$ cat src/rtl/rc4ks_pkg.sv
// ----------------------------------------------------------------------------
// rc4ks_pkg
// Shared types, control word layout and microprogram for the RC4 keystream
// cipher: step codes, datapath selects and the read-only control store.
// ----------------------------------------------------------------------------
package rc4ks_pkg;

    // mode codes on the input request
    localparam logic MODE_KEY  = 1'b0;
    localparam logic MODE_DATA = 1'b1;

    // s-box geometry
    localparam int SBOX_DEPTH = 256;

    // microprogram step addresses
    typedef enum logic [3:0] {
        ST_IDLE,
        ST_FILL,
        ST_K0,
        ST_K1,
        ST_K2,
        ST_K3,
        ST_K4,
        ST_KEND,
        ST_P1,
        ST_P2,
        ST_P3,
        ST_PASS
    } step_t;

    // s-box read address select
    typedef enum logic [2:0] {
        RD_I,   // index i
        RD_N,   // schedule counter
        RD_J,   // index j
        RD_JN,  // j plus current read data
        RD_AR,  // a plus current read data
        RD_T    // latched keystream index
    } rd_sel_t;

    // s-box write address select
    typedef enum logic [1:0] {
        WA_N,
        WA_J,
        WA_I
    } wa_sel_t;

    // s-box write data select
    typedef enum logic [1:0] {
        WD_N,   // identity fill
        WD_A,
        WD_B,
        WD_RD   // current read data
    } wd_sel_t;

    // index j update
    typedef enum logic [1:0] {
        J_HOLD,
        J_CLEAR,
        J_KSA,
        J_PRGA
    } j_op_t;

    // result emission
    typedef enum logic [1:0] {
        EM_NONE,
        EM_PASS,
        EM_KS
    } emit_t;

    // next step condition
    typedef enum logic [2:0] {
        C_NEXT,      // fall through
        C_GOTO,      // unconditional jump
        C_LOOP_N,    // jump to target until the counter wraps
        C_WAIT_OUT,  // hold until the output register is free, then jump
        C_DISPATCH   // decode the incoming request
    } cond_t;

    // one control word
    typedef struct packed {
        logic    accept;
        rd_sel_t rd_sel;
        logic    wr_en;
        wa_sel_t wa_sel;
        wd_sel_t wd_sel;
        logic    latch_a;
        logic    latch_b;
        logic    latch_t;
        j_op_t   j_op;
        logic    n_inc;
        logic    k_clr;
        logic    k_adv;
        logic    finish;
        emit_t   emit;
        cond_t   cond;
        step_t   target;
    } ctrl_word_t;

    // datapath status seen by the sequencer
    typedef struct packed {
        logic in_req;
        logic in_mode;
        logic in_last;
        logic key_valid;
        logic n_last;
        logic out_free;
    } status_t;

    // control store
    function automatic ctrl_word_t ucode(input step_t step);
        ctrl_word_t cw;
        cw        = '0;
        cw.rd_sel = RD_I;
        cw.cond   = C_NEXT;
        cw.target = ST_IDLE;
        case (step)
            ST_IDLE:
            begin
                cw.accept = 1'b1;
                cw.cond   = C_DISPATCH;
            end
            ST_FILL:
            begin
                cw.wr_en  = 1'b1;
                cw.wa_sel = WA_N;
                cw.wd_sel = WD_N;
                cw.n_inc  = 1'b1;
                cw.j_op   = J_CLEAR;
                cw.k_clr  = 1'b1;
                cw.cond   = C_LOOP_N;
                cw.target = ST_FILL;
            end
            ST_K0:
            begin
                cw.rd_sel = RD_N;
            end
            ST_K1:
            begin
                cw.latch_a = 1'b1;
                cw.j_op    = J_KSA;
            end
            ST_K2:
            begin
                cw.rd_sel = RD_J;
            end
            ST_K3:
            begin
                cw.wr_en  = 1'b1;
                cw.wa_sel = WA_N;
                cw.wd_sel = WD_RD;
            end
            ST_K4:
            begin
                cw.wr_en  = 1'b1;
                cw.wa_sel = WA_J;
                cw.wd_sel = WD_A;
                cw.n_inc  = 1'b1;
                cw.k_adv  = 1'b1;
                cw.cond   = C_LOOP_N;
                cw.target = ST_K0;
            end
            ST_KEND:
            begin
                cw.finish = 1'b1;
                cw.cond   = C_GOTO;
                cw.target = ST_IDLE;
            end
            ST_P1:
            begin
                cw.latch_a = 1'b1;
                cw.j_op    = J_PRGA;
                cw.rd_sel  = RD_JN;
            end
            ST_P2:
            begin
                cw.latch_b = 1'b1;
                cw.latch_t = 1'b1;
                cw.wr_en   = 1'b1;
                cw.wa_sel  = WA_J;
                cw.wd_sel  = WD_A;
                cw.rd_sel  = RD_AR;
            end
            ST_P3:
            begin
                cw.wr_en  = 1'b1;
                cw.wa_sel = WA_I;
                cw.wd_sel = WD_B;
                cw.rd_sel = RD_T;
                cw.emit   = EM_KS;
                cw.cond   = C_WAIT_OUT;
                cw.target = ST_IDLE;
            end
            ST_PASS:
            begin
                cw.emit   = EM_PASS;
                cw.cond   = C_WAIT_OUT;
                cw.target = ST_IDLE;
            end
            default:
            begin
                cw.cond   = C_GOTO;
                cw.target = ST_IDLE;
            end
        endcase
        return cw;
    endfunction

endpackage

$ cat src/rtl/rc4_keystream_cipher.sv
// ----------------------------------------------------------------------------
// rc4_keystream_cipher
// RC4 stream cipher with a byte-serial key loader, run by a microcoded
// sequencer over a single s-box memory.
// ----------------------------------------------------------------------------
// Key bytes (tuser = 0) are taken one per cycle while the sequencer is idle
// and stored; bytes beyond MAX_KEY_BYTES are dropped. The key byte with tlast
// set starts the schedule: an identity fill of all 256 s-box entries, then
// 256 swaps, plus one closing step, with the input held off until the
// schedule ends. A data byte (tuser = 1) once keyed runs through the steps
// P1, P2 and P3, which follow the chain of dependent reads and the swap through
// the one read and one write port of the s-box memory; before any key it
// passes through the PASS step with keyed = 0. A new request is taken while a
// finished result still waits in the output register. After reset no
// clearing pass runs.
module rc4_keystream_cipher #(
    parameter int MAX_KEY_BYTES = 256   // 1 to 256
) (
    input  logic       clk,
    input  logic       rst_n,
    input  logic       s_axis_tvalid,
    output logic       s_axis_tready,
    input  logic [7:0] s_axis_tdata,    // [7:0] value
    input  logic [0:0] s_axis_tuser,    // [0] mode
    input  logic       s_axis_tlast,
    output logic       m_axis_tvalid,
    input  logic       m_axis_tready,
    output logic [7:0] m_axis_tdata,    // [7:0] data_out
    output logic [0:0] m_axis_tuser     // [0] keyed
);
    import rc4ks_pkg::*;

    ctrl_word_t ctrl;
    status_t    status;
    logic       keyed;

    // sequencer
    rc4ks_useq u_useq (
        .clk    (clk),
        .rst_n  (rst_n),
        .status (status),
        .ctrl   (ctrl)
    );

    // datapath
    rc4ks_dpath #(.MAX_KEY_BYTES(MAX_KEY_BYTES)) u_dpath (
        .clk       (clk),
        .rst_n     (rst_n),
        .ctrl      (ctrl),
        .status    (status),
        .in_valid  (s_axis_tvalid),
        .in_mode   (s_axis_tuser[0]),
        .in_value  (s_axis_tdata),
        .in_last   (s_axis_tlast),
        .out_ready (m_axis_tready),
        .out_valid (m_axis_tvalid),
        .out_data  (m_axis_tdata),
        .out_keyed (keyed)
    );

    assign s_axis_tready = ctrl.accept;
    assign m_axis_tuser  = keyed;

endmodule

$ cat src/rtl/rc4ks_ram.sv
// ----------------------------------------------------------------------------
// rc4ks_ram
// Generic simple dual-port RAM: one write port, one read port, registered
// read data (old data on a same-address read and write).
// ----------------------------------------------------------------------------
module rc4ks_ram #(
    parameter int WIDTH = 8,
    parameter int DEPTH = 256,
    parameter int AW    = (DEPTH > 1) ? $clog2(DEPTH) : 1
) (
    input  logic             clk,
    input  logic             we,
    input  logic [AW-1:0]    waddr,
    input  logic [WIDTH-1:0] wdata,
    input  logic [AW-1:0]    raddr,
    output logic [WIDTH-1:0] rdata
);

    logic [WIDTH-1:0] mem_reg [DEPTH];
    logic [WIDTH-1:0] rdata_reg;

    // write port and registered read
    always_ff @(posedge clk)
    begin
        if (we)
        begin
            mem_reg[waddr] <= wdata;
        end
        rdata_reg <= mem_reg[raddr];
    end

    assign rdata = rdata_reg;

endmodule

$ cat src/rtl/rc4ks_useq.sv
// ----------------------------------------------------------------------------
// rc4ks_useq
// Microcode sequencer: step counter, control store lookup and jump logic.
// ----------------------------------------------------------------------------
module rc4ks_useq (
    input  logic                 clk,
    input  logic                 rst_n,
    input  rc4ks_pkg::status_t   status,
    output rc4ks_pkg::ctrl_word_t ctrl
);
    import rc4ks_pkg::*;

    step_t step_reg;
    step_t step_next;

    // control word for the current step
    assign ctrl = ucode(step_reg);

    // next step
    always_comb
    begin
        step_next = step_reg;
        case (ctrl.cond)
            C_NEXT:
            begin
                step_next = step_t'(step_reg + 4'd1);
            end
            C_GOTO:
            begin
                step_next = ctrl.target;
            end
            C_LOOP_N:
            begin
                step_next = status.n_last ? step_t'(step_reg + 4'd1) : ctrl.target;
            end
            C_WAIT_OUT:
            begin
                step_next = status.out_free ? ctrl.target : step_reg;
            end
            C_DISPATCH:
            begin
                if (!status.in_req)
                begin
                    step_next = step_reg;
                end
                else if (status.in_mode == MODE_KEY)
                begin
                    step_next = status.in_last ? ST_FILL : ST_IDLE;
                end
                else
                begin
                    step_next = status.key_valid ? ST_P1 : ST_PASS;
                end
            end
            default:
            begin
                step_next = ST_IDLE;
            end
        endcase
    end

    // step counter
    always_ff @(posedge clk or negedge rst_n)
    begin
        if (!rst_n)
        begin
            step_reg <= ST_IDLE;
        end
        else
        begin
            step_reg <= step_next;
        end
    end

    // schedule end leaves the block keyed
    a_kend_keyed: assert property (@(posedge clk) disable iff (!rst_n)
        step_reg == ST_KEND |=> status.key_valid)
        else $error("key not valid after schedule");

    // a delivered keystream result returns to idle
    a_p3_exit: assert property (@(posedge clk) disable iff (!rst_n)
        (step_reg == ST_P3) && status.out_free |=> step_reg == ST_IDLE)
        else $error("keystream step did not return to idle");

    // loading a key byte without last keeps the sequencer idle
    a_key_byte: assert property (@(posedge clk) disable iff (!rst_n)
        status.in_req && (status.in_mode == MODE_KEY) && !status.in_last
        |=> step_reg == ST_IDLE)
        else $error("plain key byte left idle");

endmodule

$ cat src/rtl/rc4ks_dpath.sv
// ----------------------------------------------------------------------------
// rc4ks_dpath
// Datapath: s-box and key memories, indices, working registers, key loader
// and output register, all steered by the control word.
// ----------------------------------------------------------------------------
module rc4ks_dpath #(
    parameter int MAX_KEY_BYTES = 256
) (
    input  logic                  clk,
    input  logic                  rst_n,
    input  rc4ks_pkg::ctrl_word_t ctrl,
    output rc4ks_pkg::status_t    status,
    input  logic                  in_valid,
    input  logic                  in_mode,
    input  logic [7:0]            in_value,
    input  logic                  in_last,
    input  logic                  out_ready,
    output logic                  out_valid,
    output logic [7:0]            out_data,
    output logic                  out_keyed
);
    import rc4ks_pkg::*;

    // key length above the s-box depth acts as the s-box depth
    localparam int KEY_BYTES = (MAX_KEY_BYTES > SBOX_DEPTH) ? SBOX_DEPTH : MAX_KEY_BYTES;
    localparam int KAW = (KEY_BYTES > 1) ? $clog2(KEY_BYTES) : 1;
    localparam int KCW = $clog2(KEY_BYTES + 1);
    localparam logic [KCW-1:0] KEY_LIMIT = KCW'(KEY_BYTES);

    // control state
    logic [7:0]     i_reg, i_next;
    logic [7:0]     j_reg, j_next;
    logic [7:0]     n_reg, n_next;
    logic [KAW-1:0] k_reg, k_next;
    logic [KCW-1:0] key_count_reg, key_count_next;
    logic           key_valid_reg, key_valid_next;
    logic           out_valid_reg, out_valid_next;

    // payload
    logic [7:0]     a_reg, b_reg, t_reg, data_reg;
    logic [KCW-1:0] len_reg;
    logic [7:0]     out_data_reg;
    logic           out_keyed_reg;

    // memory ports
    logic [7:0]     s_raddr, s_waddr, s_wdata, s_rdata;
    logic           s_we;
    logic           k_we;
    logic [KAW-1:0] k_waddr;
    logic [7:0]     k_rdata;

    // helpers
    logic           key_req, data_req, in_req, key_room;
    logic [KCW-1:0] count_after, sched_len, k_inc;
    logic [7:0]     jn_sum, ar_sum, ksa_sum, ks_byte;
    logic           out_free, emit_fire, emit_ks;

    rc4ks_ram #(.WIDTH(8), .DEPTH(SBOX_DEPTH)) u_sbox (
        .clk   (clk),
        .we    (s_we),
        .waddr (s_waddr),
        .wdata (s_wdata),
        .raddr (s_raddr),
        .rdata (s_rdata)
    );

    rc4ks_ram #(.WIDTH(8), .DEPTH(KEY_BYTES)) u_key (
        .clk   (clk),
        .we    (k_we),
        .waddr (k_waddr),
        .wdata (in_value),
        .raddr (k_reg),
        .rdata (k_rdata)
    );

    // request decode and key loader
    assign in_req      = in_valid && ctrl.accept;
    assign key_req     = in_req && (in_mode == MODE_KEY);
    assign data_req    = in_req && (in_mode == MODE_DATA);
    assign key_room    = key_count_reg < KEY_LIMIT;
    assign count_after = key_room ? key_count_reg + KCW'(1) : key_count_reg;
    assign sched_len   = (count_after == '0) ? KCW'(1) : count_after;
    assign k_we        = key_req && key_room;
    assign k_waddr     = key_count_reg[KAW-1:0];

    // index arithmetic
    assign jn_sum  = j_reg + s_rdata;
    assign ar_sum  = a_reg + s_rdata;
    assign ksa_sum = j_reg + s_rdata + k_rdata;
    assign k_inc   = KCW'(k_reg) + KCW'(1);

    // s-box read address
    always_comb
    begin
        case (ctrl.rd_sel)
            RD_I:    s_raddr = i_reg;
            RD_N:    s_raddr = n_reg;
            RD_J:    s_raddr = j_reg;
            RD_JN:   s_raddr = jn_sum;
            RD_AR:   s_raddr = ar_sum;
            RD_T:    s_raddr = t_reg;
            default: s_raddr = i_reg;
        endcase
    end

    // s-box write port
    assign s_we = ctrl.wr_en;
    always_comb
    begin
        case (ctrl.wa_sel)
            WA_N:    s_waddr = n_reg;
            WA_J:    s_waddr = j_reg;
            WA_I:    s_waddr = i_reg;
            default: s_waddr = n_reg;
        endcase
        case (ctrl.wd_sel)
            WD_N:    s_wdata = n_reg;
            WD_A:    s_wdata = a_reg;
            WD_B:    s_wdata = b_reg;
            WD_RD:   s_wdata = s_rdata;
            default: s_wdata = s_rdata;
        endcase
    end

    // keystream byte with forwarding of the two swap writes (i written last)
    always_comb
    begin
        if (t_reg == i_reg)
        begin
            ks_byte = b_reg;
        end
        else if (t_reg == j_reg)
        begin
            ks_byte = a_reg;
        end
        else
        begin
            ks_byte = s_rdata;
        end
    end

    // output handshake
    assign out_free  = !out_valid_reg || out_ready;
    assign emit_fire = (ctrl.emit != EM_NONE) && out_free;
    assign emit_ks   = emit_fire && (ctrl.emit == EM_KS);

    // next control state
    always_comb
    begin
        i_next         = i_reg;
        j_next         = j_reg;
        n_next         = ctrl.n_inc ? n_reg + 8'd1 : n_reg;
        k_next         = k_reg;
        key_count_next = key_count_reg;
        key_valid_next = key_valid_reg;
        out_valid_next = out_valid_reg;

        case (ctrl.j_op)
            J_HOLD:  j_next = j_reg;
            J_CLEAR: j_next = '0;
            J_KSA:   j_next = ksa_sum;
            J_PRGA:  j_next = jn_sum;
            default: j_next = j_reg;
        endcase

        if (ctrl.k_clr)
        begin
            k_next = '0;
        end
        else if (ctrl.k_adv)
        begin
            k_next = (k_inc >= len_reg) ? '0 : k_inc[KAW-1:0];
        end

        // key bytes count up; the last one closes the key
        if (key_req)
        begin
            key_count_next = in_last ? '0 : count_after;
        end

        if (ctrl.finish)
        begin
            i_next         = 8'd1;
            j_next         = '0;
            key_valid_next = 1'b1;
        end
        else if (emit_ks)
        begin
            i_next = i_reg + 8'd1;
        end

        if (emit_fire)
        begin
            out_valid_next = 1'b1;
        end
        else if (out_ready)
        begin
            out_valid_next = 1'b0;
        end
    end

    // control registers
    always_ff @(posedge clk or negedge rst_n)
    begin
        if (!rst_n)
        begin
            i_reg         <= 8'd1;
            j_reg         <= '0;
            n_reg         <= '0;
            k_reg         <= '0;
            key_count_reg <= '0;
            key_valid_reg <= 1'b0;
            out_valid_reg <= 1'b0;
        end
        else
        begin
            i_reg         <= i_next;
            j_reg         <= j_next;
            n_reg         <= n_next;
            k_reg         <= k_next;
            key_count_reg <= key_count_next;
            key_valid_reg <= key_valid_next;
            out_valid_reg <= out_valid_next;
        end
    end

    // working and result registers
    always_ff @(posedge clk)
    begin
        if (ctrl.latch_a)
        begin
            a_reg <= s_rdata;
        end
        if (ctrl.latch_b)
        begin
            b_reg <= s_rdata;
        end
        if (ctrl.latch_t)
        begin
            t_reg <= ar_sum;
        end
        if (data_req)
        begin
            data_reg <= in_value;
        end
        if (key_req && in_last)
        begin
            len_reg <= sched_len;
        end
        if (emit_fire)
        begin
            out_data_reg  <= emit_ks ? (data_reg ^ ks_byte) : data_reg;
            out_keyed_reg <= emit_ks;
        end
    end

    // status to the sequencer
    always_comb
    begin
        status.in_req    = in_req;
        status.in_mode   = in_mode;
        status.in_last   = in_last;
        status.key_valid = key_valid_reg;
        status.n_last    = (n_reg == 8'hff);
        status.out_free  = out_free;
    end

    assign out_valid = out_valid_reg;
    assign out_data  = out_data_reg;
    assign out_keyed = out_keyed_reg;

    // key count never passes the key limit
    a_count_limit: assert property (@(posedge clk) disable iff (!rst_n)
        key_count_reg <= KEY_LIMIT)
        else $error("key count above limit");

    // keystream results only come from a scheduled s-box
    a_ks_keyed: assert property (@(posedge clk) disable iff (!rst_n)
        emit_ks |-> key_valid_reg)
        else $error("keystream emitted without key");

    // the key index wraps inside a nonempty key
    a_len_nonzero: assert property (@(posedge clk) disable iff (!rst_n)
        ctrl.k_adv |-> (len_reg != '0) && (KCW'(k_reg) < len_reg))
        else $error("key index outside key length");

endmodule
$ cat config.mk
export PLATFORM = sky130hd
export DESIGN_NAME = rc4_keystream_cipher
export DESIGN_NICKNAME = d
export VERILOG_FILES = /design/src/rtl/rc4ks_pkg.sv /design/src/rtl/rc4_keystream_cipher.sv /design/src/rtl/rc4ks_ram.sv /design/src/rtl/rc4ks_useq.sv /design/src/rtl/rc4ks_dpath.sv
export SDC_FILE = /design/constraint.sdc
export NUM_CORES = 2
export LEC_CHECK = 0
export BUFFER_PORTS_ARGS = -buffer_cell sky130_fd_sc_hd__buf_2
export CORE_AREA = 2 2 557 559
export DETAILED_ROUTE_END_ITERATION = 10
export DIE_AREA = 0 0 559 561
export GPL_ROUTABILITY_DRIVEN = 0
export PLACE_DENSITY = 0.7
export SLEW_MARGIN = 20
export SYNTH_ARGS = -nofsm -noshare
export SYNTH_HDL_FRONTEND = slang
export SYNTH_SLANG_ARGS = --single-unit
$ cat constraint.sdc
create_clock -name clk -period 30.3 [get_ports clk]
set_input_delay 0 -clock clk [delete_from_list [all_inputs] [get_ports clk]]
set_output_delay 0 -clock clk [all_outputs]
set_load 0.005 [all_outputs]
# Word level (Yosys, flattened, before mapping)

Memory sizes are Yosys's and may differ from the RTL's. A register that Yosys moved wholly into a read port is not among the register bits.
Cells that the tools add are included.

Memory bits (writable): 4096
Logic and storage cells: 129
Memories: 2
Output and inout port bits: 11
Register bits after elaboration: 97

Mux-type cells: 41
$add $sub $neg: 8
Eq/ne operators: 35
Order comparisons: 2
Bitwise gates (word level): 2
Reductions and logical operators: 24

Memories:

| name                   | depth | width | read ports | clocked after memory_dff | write ports | line            | source |
|---|---|---|---|---|---|---|---|
| u_dpath.u_key.mem_reg  | 256   | 8     | 1          | 1                        | 1           | rc4ks_ram.sv:19 | `logic [WIDTH-1:0] mem_reg [DEPTH];` |
| u_dpath.u_sbox.mem_reg | 256   | 8     | 1          | 1                        | 1           | rc4ks_ram.sv:19 |  |

Operators by type and width:

| kind                                          | number |
|---|---|
| 2-to-1 mux 8 bit                              | 9 |
| one-hot mux 8 bit (5 select lines)            | 1 |
| one-hot mux 8 bit (4 select lines)            | 1 |
| adder 8 bit                                   | 3 |
| one-hot mux 8 bit (3 select lines)            | 1 |
| one-hot mux 4 bit (5 select lines)            | 1 |
| one-hot mux 5 bit (4 select lines)            | 1 |
| 2-to-1 mux 9 bit                              | 2 |
| adder 8 x 1 -> 8 bit, second input constant   | 2 |
| == test 4 x 3 -> 1 bit, second input constant | 4 |
| == test 4 bit, second input constant          | 4 |
| == test 8 bit                                 | 2 |
| 2-to-1 mux 4 bit                              | 4 |
| one-hot mux 8 bit (2 select lines)            | 1 |
| one-hot mux 3 bit (5 select lines)            | 1 |
| 2-to-1 mux 1 bit                              | 13 |
| == test 2 bit, second input constant          | 6 |
| == test 3 x 2 -> 1 bit, second input constant | 4 |
| one-hot mux 3 bit (4 select lines)            | 1 |
| adder 8 x 1 -> 9 bit, second input constant   | 1 |
| adder 9 x 1 -> 9 bit, second input constant   | 1 |
| == test 3 bit, second input constant          | 3 |
| greater-or-equal comparator 9 bit             | 1 |
| logical NOT 9 bit                             | 1 |
| 24 further kinds                              | 44 |

# Logic depth before layout (Yosys ltp)

Depth after elaboration: 7
Mapped depth: 21

# Hierarchy

From an unflattened synthesis, not the netlist that was laid out.

Cell total of the unflattened synthesis: 8183
Area total of the unflattened synthesis: 166040.5 um2

By module, submodules not included:

| module      | instances | cells each | seq. area each (um2) | area each (um2) |
|---|---|---|---|---|
| rc4ks_ram   | 2         | 3733       | 61659.1              | 79556.3 |
| rc4ks_dpath | 1         | 620        | 2578.7               | 6243.5 |
| rc4ks_useq  | 1         | 97         | 100.1                | 684.4 |

# Worst setup path before layout

No wires, ideal clock.

Kind: reg-to-reg
From: register u_useq.step_reg[0]
To: memory u_dpath.u_sbox.mem_reg[0][5] (data pin)
Path slack: 19.456 ns
Data required time: 28.721 ns
Path buffers: 3
Period minus slack after synthesis: 10.844 ns
Data arrival time: 9.265 ns
Stages on the path, launching flop included: 15
Setup time: 1.579 ns
Path through: dfrtp_1 -> inv_1 -> ha_1 -> buf_2 -> buf_2 -> nand2_1 -> nor2_1 -> nor2_1 -> ha_1 -> inv_1 -> o21ai_0 -> o21ai_1 -> clkbuf_1 -> nor2_1 -> a21oi_1

Longest elaborated chain between the ends: 5
Elaborated cells on any way between the ends: 12
Classes of those cells: eq/ne: 8; mux: 2; reduce/logical: 2

Ends and longest elaborated chain:

| item                                                    | line               | source |
|---|---|---|
| start: declaration                                      | rc4ks_useq.sv:13   | `step_t step_reg;` |
| start signal: assignment                                | rc4ks_useq.sv:71   | `step_reg <= step_next;` |
| == test 4 x 3 -> 1 bit or == test 4 bit (tied branches) | rc4ks_pkg.sv:117   | `case (step)` |
| OR reduction 2 bit (no source line)                     | -                  |  |
| one-hot mux 5 bit (4 select lines) (*)                  | rc4ks_pkg.sv:117   |  |
| == test 2 bit (tied with other cells)                   | rc4ks_dpath.sv:116 | `case (ctrl.wd_sel)` |
| one-hot mux 8 bit (4 select lines) (*)                  | rc4ks_dpath.sv:116 |  |
| named net u_dpath.s_wdata[5]                            | rc4ks_dpath.sv:46  | `logic [7:0] s_raddr, s_waddr, s_wdata, s_rdata;` |
| end: declaration                                        | rc4ks_ram.sv:19    |  |

Mark *: on every way through the listed nets, which the timed path passes. The rest lies on a longest branch.

# Worst setup path in the final report

From: register u_useq.step_reg[2]
To: register u_dpath.u_sbox.rdata_reg[1], in the netlist u_dpath.u_sbox.rdata[1] (read register of u_dpath.u_sbox.mem_reg)

Longest elaborated chain between the ends: 4
Elaborated cells on any way between the ends: 12
Classes of those cells: eq/ne: 10; mux: 2

Ends and longest elaborated chain:

| item                                   | line              | source |
|---|---|---|
| == test 4 bit (tied with other cells)  | rc4ks_pkg.sv:117  |  |
| one-hot mux 3 bit (5 select lines) (*) | rc4ks_pkg.sv:117  |  |
| == test 3 bit (tied with other cells)  | rc4ks_dpath.sv:95 | `case (ctrl.rd_sel)` |
| one-hot mux 8 bit (5 select lines) (*) | rc4ks_dpath.sv:95 |  |
| end: declaration                       | rc4ks_ram.sv:20   | `logic [WIDTH-1:0] rdata_reg;` |

Mark *: on every way between the ends. The rest lies on a longest branch, timed or not.
A chain may end at the register's enable or synchronous reset.

==> impl_summary.txt <==
----------------------------------------------------
[Synth]
  Gate count after technology mapping ... 10600
  Count of different cell masters after synthesis ... 93
  Number of nets in the synthesized netlist ... 10700
  EDFF count, synth ... 4146
  Fraction of registers with async set/reset ... 0.0112
  Synth area leader ... sky130_fd_sc_hd__edfxtp_1
  Dominant cells by area after synthesis ... sky130_fd_sc_hd__edfxtp_1, sky130_fd_sc_hd__mux4_2, sky130_fd_sc_hd__nand2_1, sky130_fd_sc_hd__mux2i_1, sky130_fd_sc_hd__nand3_1
  Synthesized area ... 0.168 mm²
  Syn avg cell area ... 15.8 µm²
  Top-area cell type share of the netlist area ... 0.740
  Count of yosys warnings during synthesis ... 0
  Commonest register cell after synthesis ... sky130_fd_sc_hd__edfxtp_1
  Sequential area share after synthesis ... 0.749
  Number of synthesized register bits ... 4209

[Timing]
  Time the final worst path needs with I/O delays and setup ... 8170 ps
  Setup repair after global routing missed its margin ... false
  Final worst path period share ... 0.270
  Achievable Freq ... 122 MHz
  Slew at the pin with the worst max-slew slack ... 1260 ps
  Final TNS setup ... 0 ps
  Skew final ... 56.8 ps
  Post-route worst setup slack ... 22130 ps
  Relative max-transition margin ... 0.155
  Slew Viols, Final ... 0
  Final count of negative-setup-slack endpoints ... 0
  Endpoints failing hold ... 0

[Die]
  Starting utilization of the core area ... 0.547
  Placeable core region ... 0.308 mm²
  I/O pins ... 25
  Std cell rows ... 204
  Die Ht ... 561 µm
  Die Area ... 0.314 mm²
  Die Wd ... 559 µm

[CTS]
  TritonCTS clock tree ... done
  Total clock buffers created by CTS ... 403
  Num Clock Sinks ... 4209
  # H-tree levels ... 5
  Maximum buffer depth of the clock tree ... 4
  Clock root buffer ... sky130_fd_sc_hd__clkbuf_16
  Clk pin slew, worst setup/hold paths ... 70 ps
  Buffer count from post-CTS setup fixing ... 0
  Clock network latency to the later pin of the worst-skew pair ... 950 ps

[Job]
  # Max-Cap Violations ... 0

[Power]
  Pwr Total ... 17.9 mW
  LEAKAGE ... 58.7 nW
  Power density relative to cell area ... 96.4 mW/mm²
  VDD IR-drop max ... 0.164 mV

[Layout]
  Filler cell count ... 22000
  Fraction of final layout cells sized beyond drive strength 1 ... 0.128
  Reg area ... 0.126 mm²
  Leading cell type in the layout, fill and taps excluded ... sky130_fd_sc_hd__edfxtp_1
  Most frequent cells in the layout ... sky130_fd_sc_hd__edfxtp_1, sky130_fd_sc_hd__nand2_1, sky130_fd_sc_hd__nor2_1
  Growth of design area from synthesis to finish ... 10.2%
  Footprint of the multi-input gates ... 0.0395 mm²
  # nets final ... 10700

[Place]
  Buffers on Ports ... 24
  Total half-perimeter wirelength after legalization and detailed placement ... 269000 µm
  DP Worst Slack ... 22550 ps

[Global routing]
  Wire length of the first global-routing pass ... 666000 µm
  Overflow left after global routing ... 0
  Pin count of the biggest net entering global routing ... 221
  GRT Resource Usage Total ... 0.289
  Initial antenna violation count ... 19
  Vias in the first global route ... 94800

[Setup path]
  Worst reg2reg path depth ... 16
  Startpoint type of the worst setup path ... flip-flop
  Critical path arrival ... 8910 ps
  Largest fanout of any net on the critical path ... 77
  Worst EP required ... 31040 ps
  Crit. End Element ... flip-flop
  Start-to-end type of the worst setup path ... flip-flop to flip-flop

[Min path]
  Hold crit path type ... primary input to flip-flop
  Number of cells on the worst hold path ... 3

[Outcome]
  Status ... finished clean

[Routing]
  Vias per cell ... 6.54
  Wire length after detailed routing ... 460000 µm
  DRC violations left ... 0
  Antenna violation net count after detailed routing ... 0
  First-pass detailed-route iteration total ... 9
  Number of DRC violations after detailed-routing iteration 0 ... 15900
  Total number of vias ... 98500
  Post-DR wirelength/cell ... 30.6 µm

----------------------------------------------------
[cell usage after synthesis (all sizes together) (13+ instances only)]
cell     count
o211ai      19
a311oi      30
a21o        19
xnor2       34
a41oi       13
and2        21
a32o        19
nor2b       15
o21ai      187
a22oi       23
a21oi      360
nor4        28
nand2     1874
xor2        35
mux4       498
o2111ai     16
o221ai      65
nor2       655
mux2i      340
edfxtp    4146
buf        415
clkbuf     245
nor3        38
nand4       70
a211oi      75
a32oi       48
and3       134
nand3      608
o22ai      102
inv         46
ha          44
dfxtp       16
a31oi      134
dfrtp       46
mux2        56
[where the power goes]
part           switching (mW)  internal, mW  total, mW
Clock                    2.14          2.70       4.84
Sequential             0.0847          6.79       6.87
Combinational            4.52          1.64       6.16
Total                    6.75          11.1       17.9
[critical path: stages, from the launching register on]
cell and delay (ps):
sky130_fd_sc_hd__dfrtp_1 980, sky130_fd_sc_hd__nor2b_2 160, sky130_fd_sc_hd__nand2_1 140, sky130_fd_sc_hd__inv_1 340, sky130_fd_sc_hd__a32oi_1 410, sky130_fd_sc_hd__o2111ai_4 560, sky130_fd_sc_hd__nand2_4 910, sky130_fd_sc_hd__buf_4 620
sky130_fd_sc_hd__buf_4 770, sky130_fd_sc_hd__buf_4 740, sky130_fd_sc_hd__nand2_1 120, sky130_fd_sc_hd__and3_1 200, sky130_fd_sc_hd__a31oi_1 140, sky130_fd_sc_hd__a32oi_1 80, sky130_fd_sc_hd__nand4_1 330, sky130_fd_sc_hd__o2111ai_1 400
sky130_fd_sc_hd__a211oi_1 930
[path summary, 6_finish.rpt]
path	startpoint	to	slack [ps]
worst min register to register	u_dpath.key_valid_reg$_DFFE_PN0P_	u_dpath.key_valid_reg$_DFFE_PN0P_	530
worst max register to register	u_useq.step_reg[2]$_DFFE_PN0P_	u_dpath.u_sbox.rdata[1]$_DFF_P_	22130
worst max-delay path	u_useq.step_reg[2]$_DFFE_PN0P_	u_dpath.u_sbox.rdata[1]$_DFF_P_	22130
min in group asynchronous	rst_n	u_dpath.key_count_reg[5]$_DFFE_PN0P_	270
worst min-delay path	s_axis_tlast	u_dpath.key_count_reg[2]$_DFFE_PN0P_	120
max in group asynchronous	rst_n	u_dpath.k_reg[2]$_DFFE_PN0N_	29450
[final cells by class]
| class | count | area share |
|---|---|---|
| flip-flops and latches | 4209 | 0.680 |
| multi-input cells | 5710 | 0.213 |
| clock buffers | 504 | 0.0569 |
| well taps | 4120 | 0.0278 |
| repair buffers | 230 | 0.0112 |
| clock inverters | 220 | 0.0103 |
| inverters | 47 | 0.000965 |
| diodes | 7 | 0.0000945 |
[kinds of logic after synthesis]
| group | Yosys count | synth area share |
|---|---|---|
| AND/OR/NAND/NOR | 3507 | 0.0890 |
| flip-flops | 4209 | 0.749 |
| buffers and inverters | 707 | 0.0187 |
| multiplexers | 894 | 0.0906 |
| AO/OA/AOI/OAI | 1193 | 0.0457 |
| XOR/XNOR | 69 | 0.00359 |
| adder cells (fa/ha/maj) | 47 | 0.00363 |
[layer usage]
| layer | wire length, µm | GRT usage |
|---|---|---|
| met1 | 169000 | 0.399 |
| met2 | 214000 | 0.447 |
| met3 | 51600 | 0.0548 |
| met4 | 25700 | 0.137 |
| met5 | 76 | 0 |
[through the flow]
| step | instances | cell area (µm²) | hold slack [ps] | util |
|---|---|---|---|---|
| floorplan | 10600 | 168000 | -296 | - |
| global placement | 14300 | 173000 | 179 | 0.561 |
| detailed placement | 14300 | 173000 | 184 | 0.561 |
| CTS | 15000 | 185000 | 43.5 | 0.602 |
| global route | 15000 | 185000 | 99.7 | 0.603 |
| finish | 15000 | 185000 | 122 | 0.603 |
[repair_timing]
item                      CTS  global route
gates resized for setup     0             0
hold buffers               14             0
hold endpoints to repair  881             0
Note: power is estimated with default switching activity, not from simulation.
